==> src/sv/rrpm_pkg.sv <==
// Package for the read request priority / round robin multiplexer.
// Holds the transaction structs, source tags and address widths.
// Used by rrpm_arb and read_request_priority_rr_mux; depends on nothing.
package rrpm_pkg;

  // Address width used for wrapping and the fixed field widths of a request word.
  localparam int ADDR_WIDTH  = 48;
  localparam int FIELD_AW    = 48;
  localparam int COUNT_W     = 16;
  localparam int REQ_W       = FIELD_AW + COUNT_W;
  localparam int SUM_W       = (ADDR_WIDTH < FIELD_AW) ? ADDR_WIDTH : FIELD_AW;
  localparam int NUM_SRC     = 6;
  localparam int NUM_MEM     = 4;
  localparam int MEM_IDX_W   = $clog2(NUM_MEM);
  localparam int TAG_W       = 3;
  localparam int CFG_IDX_W   = 2;

  // Source tags carried in grant_tag.
  localparam logic [TAG_W-1:0] TAG_DEVICE   = 3'd0;
  localparam logic [TAG_W-1:0] TAG_HOST     = 3'd1;
  localparam logic [TAG_W-1:0] TAG_MEM_BASE = 3'd2;

  // Bit positions of the fixed priority sources in valid_mask.
  localparam int BIT_DEVICE   = 0;
  localparam int BIT_HOST     = 1;
  localparam int BIT_MEM_BASE = 2;

  // Configuration register indexes.
  localparam logic [CFG_IDX_W-1:0] REG_OFFSET_A = 2'd0;
  localparam logic [CFG_IDX_W-1:0] REG_OFFSET_B = 2'd1;
  localparam logic [CFG_IDX_W-1:0] REG_OFFSET_C = 2'd2;
  localparam logic [CFG_IDX_W-1:0] REG_OFFSET_D = 2'd3;

  // Input transaction: the head request of every source.
  typedef struct packed {
    logic [NUM_SRC-1:0] valid_mask;
    logic [REQ_W-1:0]   device_req;
    logic [REQ_W-1:0]   host_req;
    logic [REQ_W-1:0]   mem_a_req;
    logic [REQ_W-1:0]   mem_b_req;
    logic [REQ_W-1:0]   mem_c_req;
    logic [REQ_W-1:0]   mem_d_req;
  } in_item_t;

  // Output transaction: the granted request.
  typedef struct packed {
    logic [TAG_W-1:0]    grant_tag;
    logic [FIELD_AW-1:0] out_addr;
    logic [COUNT_W-1:0]  out_count;
  } out_item_t;

  // Decision of the arbiter for one input transaction.
  typedef struct packed {
    logic                 found;
    logic                 is_mem;
    logic [MEM_IDX_W-1:0] mem_src;
    out_item_t            result;
  } grant_t;

endpackage

==> src/sv/read_request_priority_rr_mux.sv <==
// Top level of the read request arbiter: input register, grant logic, result register.
// Depends on rrpm_pkg and rrpm_arb.
//
// Usage:
//   The input channel (in_valid / in_ready / in_data) carries one transaction with
//   the head request of all six sources and a mask of which are present. The
//   device source wins first, then host, then memory sources A..D round robin.
//   A granted memory request gets its source's offset register added to the
//   address. The output channel (out_valid / out_ready / out_data) carries the
//   granted tag, address and count; a transaction with an empty mask gives no
//   output transaction.
//   Path: the input register feeds the priority search and 48-bit add, whose
//   result is captured by the result register; the grant path is combinational.
//   Throughput: one transaction per cycle while out_ready is high.
//   Stalls: while out_ready is low the result register holds and the input
//   register fills; in_ready drops only when both are full.
//   Reset: both registers empty, offsets zero, round robin pointer at source A so that
//   source B has first pick. Offsets are written through cfg_we, cfg_index and cfg_data
//   while the block is idle; the user must ensure this, the block does not enforce it.
module read_request_priority_rr_mux (
  input  logic                               clk,
  input  logic                               rst,
  input  logic                               in_valid,
  output logic                               in_ready,
  input  rrpm_pkg::in_item_t                 in_data,
  output logic                               out_valid,
  input  logic                               out_ready,
  output rrpm_pkg::out_item_t                out_data,
  input  logic                               cfg_we,
  input  logic [rrpm_pkg::CFG_IDX_W-1:0]     cfg_index,
  input  logic [rrpm_pkg::FIELD_AW-1:0]      cfg_data
);

  logic                                                 stage_valid;
  rrpm_pkg::in_item_t                                   stage_item;
  logic [rrpm_pkg::MEM_IDX_W-1:0]                       last_mem_grant;
  logic [rrpm_pkg::NUM_MEM-1:0][rrpm_pkg::FIELD_AW-1:0] offsets;
  rrpm_pkg::grant_t                                     grant;
  logic                                                 advance;

  // The input register moves on when the result register is free or draining.
  assign advance  = !out_valid || out_ready;
  assign in_ready = !stage_valid || advance;

  // Offset registers.
  always_ff @(posedge clk) begin
    if (rst) begin
      offsets <= '0;
    end else if (cfg_we) begin
      unique case (cfg_index)
        rrpm_pkg::REG_OFFSET_A: offsets[0] <= cfg_data;
        rrpm_pkg::REG_OFFSET_B: offsets[1] <= cfg_data;
        rrpm_pkg::REG_OFFSET_C: offsets[2] <= cfg_data;
        rrpm_pkg::REG_OFFSET_D: offsets[3] <= cfg_data;
        default: ;
      endcase
    end
  end

  // Input register.
  always_ff @(posedge clk) begin
    if (rst) begin
      stage_valid <= 1'b0;
    end else if (in_ready) begin
      stage_valid <= in_valid;
    end
  end

  always_ff @(posedge clk) begin
    if (in_valid && in_ready) begin
      stage_item <= in_data;
    end
  end

  // Grant decision for the registered transaction.
  rrpm_arb u_arb (
    .item           (stage_item),
    .last_mem_grant (last_mem_grant),
    .offsets        (offsets),
    .grant          (grant)
  );

  // Round robin pointer moves only on a memory grant.
  always_ff @(posedge clk) begin
    if (rst) begin
      last_mem_grant <= '0;
    end else if (stage_valid && advance && grant.found && grant.is_mem) begin
      last_mem_grant <= grant.mem_src;
    end
  end

  // Result register.
  always_ff @(posedge clk) begin
    if (rst) begin
      out_valid <= 1'b0;
    end else if (advance) begin
      out_valid <= stage_valid && grant.found;
    end
  end

  always_ff @(posedge clk) begin
    if (advance && stage_valid && grant.found) begin
      out_data <= grant.result;
    end
  end

endmodule

==> src/sv/rrpm_arb.sv <==
// Grant logic: fixed priority for device and host, round robin over memory sources.
// Also adds the memory source offset to the granted address.
// Depends on rrpm_pkg.
module rrpm_arb (
  input  rrpm_pkg::in_item_t                                   item,
  input  logic [rrpm_pkg::MEM_IDX_W-1:0]                       last_mem_grant,
  input  logic [rrpm_pkg::NUM_MEM-1:0][rrpm_pkg::FIELD_AW-1:0] offsets,
  output rrpm_pkg::grant_t                                     grant
);

  logic [rrpm_pkg::NUM_MEM-1:0][rrpm_pkg::REQ_W-1:0] mem_word;

  // Memory request words in source order, so the round robin can index them.
  assign mem_word[0] = item.mem_a_req;
  assign mem_word[1] = item.mem_b_req;
  assign mem_word[2] = item.mem_c_req;
  assign mem_word[3] = item.mem_d_req;

  // Pick the winner, then form the wrapped address and copy the count.
  always_comb begin
    logic [rrpm_pkg::MEM_IDX_W-1:0] src;
    logic [rrpm_pkg::REQ_W-1:0]     word;
    logic [rrpm_pkg::SUM_W-1:0]     base;
    logic [rrpm_pkg::SUM_W-1:0]     off;
    logic [rrpm_pkg::SUM_W-1:0]     sum;
    logic [rrpm_pkg::TAG_W-1:0]     tag;
    logic                           found;
    logic                           is_mem;
    logic [rrpm_pkg::MEM_IDX_W-1:0] mem_src;

    found   = 1'b0;
    is_mem  = 1'b0;
    mem_src = last_mem_grant;
    tag     = rrpm_pkg::TAG_DEVICE;
    word    = '0;
    off     = '0;
    src     = '0;

    priority if (item.valid_mask[rrpm_pkg::BIT_DEVICE]) begin
      found = 1'b1;
      tag   = rrpm_pkg::TAG_DEVICE;
      word  = item.device_req;
    end else if (item.valid_mask[rrpm_pkg::BIT_HOST]) begin
      found = 1'b1;
      tag   = rrpm_pkg::TAG_HOST;
      word  = item.host_req;
    end else begin
      // Search starts with the source after the last memory grant.
      for (int k = 1; k <= rrpm_pkg::NUM_MEM; k++) begin
        src = last_mem_grant + rrpm_pkg::MEM_IDX_W'(k);
        if (!found && item.valid_mask[rrpm_pkg::BIT_MEM_BASE + int'(src)]) begin
          found   = 1'b1;
          is_mem  = 1'b1;
          mem_src = src;
        end
      end
      if (found) begin
        tag  = rrpm_pkg::TAG_MEM_BASE + rrpm_pkg::TAG_W'(mem_src);
        word = mem_word[mem_src];
        off  = offsets[mem_src][rrpm_pkg::SUM_W-1:0];
      end
    end

    // The sum wraps at the address width.
    base = word[rrpm_pkg::SUM_W-1:0];
    sum  = base + off;

    grant.found            = found;
    grant.is_mem           = is_mem;
    grant.mem_src          = mem_src;
    grant.result.grant_tag = tag;
    grant.result.out_addr  = rrpm_pkg::FIELD_AW'(sum);
    grant.result.out_count = word[rrpm_pkg::REQ_W-1:rrpm_pkg::FIELD_AW];
  end

endmodule

==> config.mk <==
export PLATFORM = sky130hd
export DESIGN_NAME = read_request_priority_rr_mux
export DESIGN_NICKNAME = d
export VERILOG_FILES = /design/src/sv/rrpm_pkg.sv /design/src/sv/read_request_priority_rr_mux.sv /design/src/sv/rrpm_arb.sv
export SDC_FILE = /design/constraint.sdc
export NUM_CORES = 1
export LEC_CHECK = 0
export BUFFER_PORTS_ARGS = -buffer_cell sky130_fd_sc_hd__buf_2
export CORE_MARGIN = 1
export CORE_UTILIZATION = 30
export DETAILED_ROUTE_END_ITERATION = 8
export HOLD_SLACK_MARGIN = 0.15
export PLACE_DENSITY = 0.51
export REMOVE_ABC_BUFFERS = 1
export SLEW_MARGIN = 10
export SYNTH_ARGS = -nofsm -noshare
export SYNTH_HDL_FRONTEND = slang
export SYNTH_HIERARCHICAL = 1
export SYNTH_SLANG_ARGS = --single-unit
==> constraint.sdc <==
create_clock -name clk -period 20.1 [get_ports clk]
set_input_delay 2.01 -clock clk [delete_from_list [all_inputs] [get_ports clk]]
set_output_delay 2.01 -clock clk [all_outputs]
set_load 0.02 [all_outputs]
[Yosys cells after proc, flatten, opt, wreduce, memory -nomap -nowiden]
Index checks and enable logic that the tools add are counted.
Storage, ports and cells
  register bits: 653
  latch bits: 0
  memory bits (writable): 0
  ROM bits: 0
  bits of input ports: 445
  output and inout port bits: 69
  word-level logic and storage cells: 109
  memories: 0
Cells by class
  add/sub/neg operators: 9
  multiply operators: 0
  divide/modulo/power cells: 0
  $lt $le $gt $ge: 5
  equality and inequality tests: 3
  shift operators: 0
  multiplexer cells: 49
  bitwise gates (word level): 3
  reduce and logical (&&, ||, !) cells: 22
Operators with widths (count)
  64-bit two-way mux: 4
  48-bit two-way mux: 4
  64-bit binary-select mux with 2-bit select: 1
  32-bit by 5-bit < comparator with 1-bit output, second input constant: 4
  48-bit binary-select mux with 2-bit select: 1
  48-bit adder: 1
  1-bit two-way mux: 29
  2-bit by 2-bit adder with 3-bit output, first input constant: 5
  1-bit binary-select mux with 3-bit select: 4
  2-bit two-way mux: 6
  1-bit logical AND: 8
  2-bit AND reduction: 4
  1-bit zero test: 5
  2-bit adder, second input constant: 2
  2-bit equality test, second input constant: 2
  2-bit by 3-bit < comparator with 1-bit output, second input constant: 1
  1-bit inverter: 3
  3-bit AND reduction: 1
  3-bit OR reduction: 1
  2-bit by 1-bit adder with 2-bit output, second input constant: 1
  2-bit by 1-bit equality test with 1-bit output, second input constant: 1
  2-bit zero test: 1
  1-bit logical OR: 2

[Depth between registers and ports, before layout]
  depth in word-level cells: 29
  gate-level depth with buffers: 20

[By module]
The synthesis kept the hierarchy.
Modules (own cells, without submodules)
  read_request_priority_rr_mux: instances 1, cells an instance 1315, area an instance 20504.7 um2
  rrpm_arb: instances 1, cells an instance 1037, area an instance 7090.6 um2

[Worst setup path before layout]
No wires, ideal clock.
  kind: in2reg
  start: input port out_ready
  end: register stage_item[0] in the netlist's numbering (enable)
  library setup time: 0.803 ns
  arrival: 11.142 ns
  slack: 8.155 ns
  stages: 3
  path through: nor2b_1 -> nand2_1 -> and2_1
Between the ends
  longest elaborated chain between the ends: 3
Ends and longest elaborated chain
  start: declaration: line read_request_priority_rr_mux.sv:27  | input logic out_ready,
  1-bit logical OR: line read_request_priority_rr_mux.sv:42  | assign advance = !out_valid || out_ready;
  1-bit logical OR: line read_request_priority_rr_mux.sv:43  | assign in_ready = !stage_valid || advance;
  net in_ready: line read_request_priority_rr_mux.sv:24  | output logic in_ready,
  1-bit logical AND: line read_request_priority_rr_mux.sv:70  | if (in_valid && in_ready) begin
  end signal: assignment: line read_request_priority_rr_mux.sv:71  | stage_item <= in_data;
  end: declaration: line read_request_priority_rr_mux.sv:35  | rrpm_pkg::in_item_t stage_item;
The timed path passes the listed nets, and every way through them passes these cells.
A chain may end at the register's enable or synchronous reset.

==> impl_results.md <==
- Status: finished, final reports clean
- Final Hold Viols: 0
- Total Nets Final: 3313
- PwrDens: 99.9 mW/mm^2
- Routing usage on met1: 23.0%
- Tightest Pin Transition: 1130 ps
- Max Transition Viols Final: 0
- Area grow syn2layout: 22.8%
- Worst skew pair latency: 650 ps
- Initial Utilization: 30.5%
- Top Ports: 514
- Std-Cell Rows: 110
- Cells along the critical path: nand2_1 -> o21ai_0 -> a221oi_4 -> buf_12 -> buf_4 -> buf_4 -> mux2i_1 -> o22ai_1 -> mux2i_1 -> o21ai_0 -> ha_1 -> and2_1 -> nor3b_1 -> o211a_1 -> a21oi_1 -> o31ai_1 -> a31o_2 -> a41oi_1 -> xnor2_1
- Post-synth ARST share: 0%
- Crit Path Max Fanout: 104
- Cell variety after synth: 62
- H-tree Lvls: 3
- Remaining DRCs: 0
- Synth warnings: 6
- CP startpoint kind: register
- Total Neg Setup Slack: 0 ps
- Fmax: 144 MHz
- Area contributors post-synth: edfxtp_1, dfxtp_1, mux2i_1, nand2_1, a21oi_1
- EDFF count, synth: 457
- Initial antenna violation count: 35
- Routed Wire Length: 86500 um
- Final Critical Period: 6970 ps
- Commonest non-fill, non-tap cells in the layout: buf_2, nand2_1, edfxtp_1
- Met3 GRT Util: 4.37%
- Finished Cell Area: 0.0339 mm^2
- Post-synthesis sequential area ratio: 63.9%
- DPL Wire Length: 58000 um
- Hold buffer count at CTS: 0
- Critical Path Sink Type: register
- Final period utilization: 34.7%
- Unrepaired setup endpoints after global routing: false
- CTS tree: done
- Vias in the first global route: 20500
- Layout cells sized above 1: 23.5%
- First-pass GRT wire length: 127000 um
- Post-DP Area: 0.0313 mm^2
- P_leak: 0.0129 uW
- Gate Count Post-Synth: 2352
- IO Port Bufs: 513
- Final Wtd Congestion: 0.817
- Worst ir drop on vdd: 0.0000533 V
- Clk slew on worst S/H paths: 70 ps
- Root Driver: clkbuf_16
- Worst Skew: 31.6 ps
- DP Worst Slack: 13110 ps
- Core Util, Final: 37.4%
- Synth top area share: 49.7%
- Gr busiest metal: met2
- Multi-input logic area: 0.00925 mm^2
- Critical path's slowest cell: buf_4
- Worst Hold Class: reg2reg
- CTS Buf Count: 78
- All-layer global routing usage: 18.0%
- ANT nets after route: 0
- Chip height: 305 um
- Max_cap viols: 0
- Leading area contributor after synthesis: edfxtp_1
- CP arrival: 7370 ps
- Die Area: 0.0932 mm^2
- Cell area after synthesis: 0.0276 mm^2
- Clk buf depth: 3
- Worst hold slack: 453 ps
- Die X: 305 um
- Grt total ovfl: 0
- Critical path required time: 20500 ps
- Commonest non-fill, non-tap cell in the layout: buf_2
- Largest net degree at the start of global routing: 141
- FF/Latch Area: 0.0176 mm^2
- Final setup fails: 0
- Fillers: 8814
- Average wire per cell in the routed design: 21.2 um
- Met2 usage in global routing: 29.8%
- Core Region: 0.0906 mm^2
- Avg Inst Size Synth: 11.7 um^2
- Crit path largest cell delay: 730 ps
- CTS sink count: 653
- Vias/cell: 4.97
- Total number of vias: 20200
- First-pass iteration count of the detailed router: 6
- # resized after CTS: 0
- Slew HR: 24.3%
- FF-to-FF setup slack: 13130 ps
- Post-synth top flop: edfxtp_1
- Worst setup margin: 13130 ps
- Yosys reg bits: 653
- Iter 0 DRT Violations: 1500
- Crit path kind: reg2reg
- Setup bufs post-CTS: 0
[through the flow]
step / total power [uW] / std cells
2_1_floorplan: 1870 / 2197
3_3_place_gp: 1990 / 3916
3_5_place_dp: 1990 / 3916
4_1_cts: 3430 / 4058
5_1_grt: 3520 / 4069
6_report: 3390 / 4071
[cells by family after synthesis]
| kind of cell | count (synthesis) | synth area share, % |
|---|---|---|
| DFF | 653 | 63.9 |
| AOI/OAI and AO/OA | 633 | 13.7 |
| and+or+nand+nor | 602 | 8.83 |
| muxes | 194 | 7.04 |
| buffers and inverters | 176 | 2.80 |
| adders and majority gates | 48 | 2.20 |
| xor gates and xnor gates | 46 | 1.46 |
[sequential cells by signal, summed over array words and instances (netlist names)]
register and flops:
stage_item 390, offsets 192, out_data 67, last_mem_grant 2
out_valid 1, stage_valid 1
[worst paths after layout]
| kind | end | from | cells past startpoint |
|---|---|---|---|
| worst max register to register | out_data[61] | stage_item[387] | 19 |
| worst min register to register | offsets[7] | offsets[7] | 2 |
| worst min-delay path | offsets[7] | offsets[7] | 2 |
| worst max-delay path | out_data[61] | stage_item[387] | 19 |
[power breakdown]
part | internal [uW] | total, uW | switching [uW]
logic | 148 | 405 | 257
clock network | 857 | 1430 | 570
registers | 1530 | 1550 | 25.6
total | 2530 | 3390 | 852
[final cells by class]
type                       count  area share, %
antenna                       13         0.0960
clock buffer                 113           6.65
clock inverter                29          0.963
inverter                      21          0.233
multi-input combinational   1523           27.3
sequential                   653           52.1
tap                         1176           4.34
timing repair buffer         543           8.37
[critical path, delay by kind of cell, from the launching register on]
family                   cells  cell delay [ps]
buffers and inverters        3             1930
flip-flops                   1              520
adder cells (fa/ha/maj)      1              270
XOR/XNOR                     1              150
multiplexers                 2              260
AND/OR/NAND/NOR              3              640
AO/OA/AOI/OAI                9             2820
[layer usage]
layer	part of all wire, %	routed length, um
met1	43	37200
met2	48	41500
met3	6.0	5160
met4	2.8	2400
met5	0.21	182
[synth_stat cells (3+ instances only)]
| cell | n |
|---|---|
| nand2_1 | 497 |
| edfxtp_1 | 457 |
| a21oi_1 | 302 |
| dfxtp_1 | 196 |
| mux2i_1 | 194 |
| clkbuf_1 | 91 |
| o21ai_0 | 69 |
| o22ai_1 | 64 |
| a221oi_1 | 50 |
| a22oi_1 | 48 |
| ha_1 | 47 |
| nor2_1 | 36 |
| buf_2 | 32 |
| xnor2_1 | 29 |
| o21ai_1 | 27 |
| inv_1 | 21 |
| xor2_1 | 17 |
| a21o_1 | 16 |
| buf_1 | 15 |
| buf_4 | 15 |
| nand3_1 | 11 |
| nand2b_1 | 9 |
| nor2b_1 | 9 |
| a31oi_1 | 8 |
| nand4_1 | 7 |
| nor3_1 | 7 |
| o21bai_1 | 7 |
| and3_1 | 6 |
| and2_1 | 5 |
| o21a_1 | 5 |
| o221ai_1 | 5 |
| a211oi_1 | 3 |
| nor4_1 | 3 |
| o31a_1 | 3 |
| o31ai_1 | 3 |
Power figures use the tool's default switching activity.
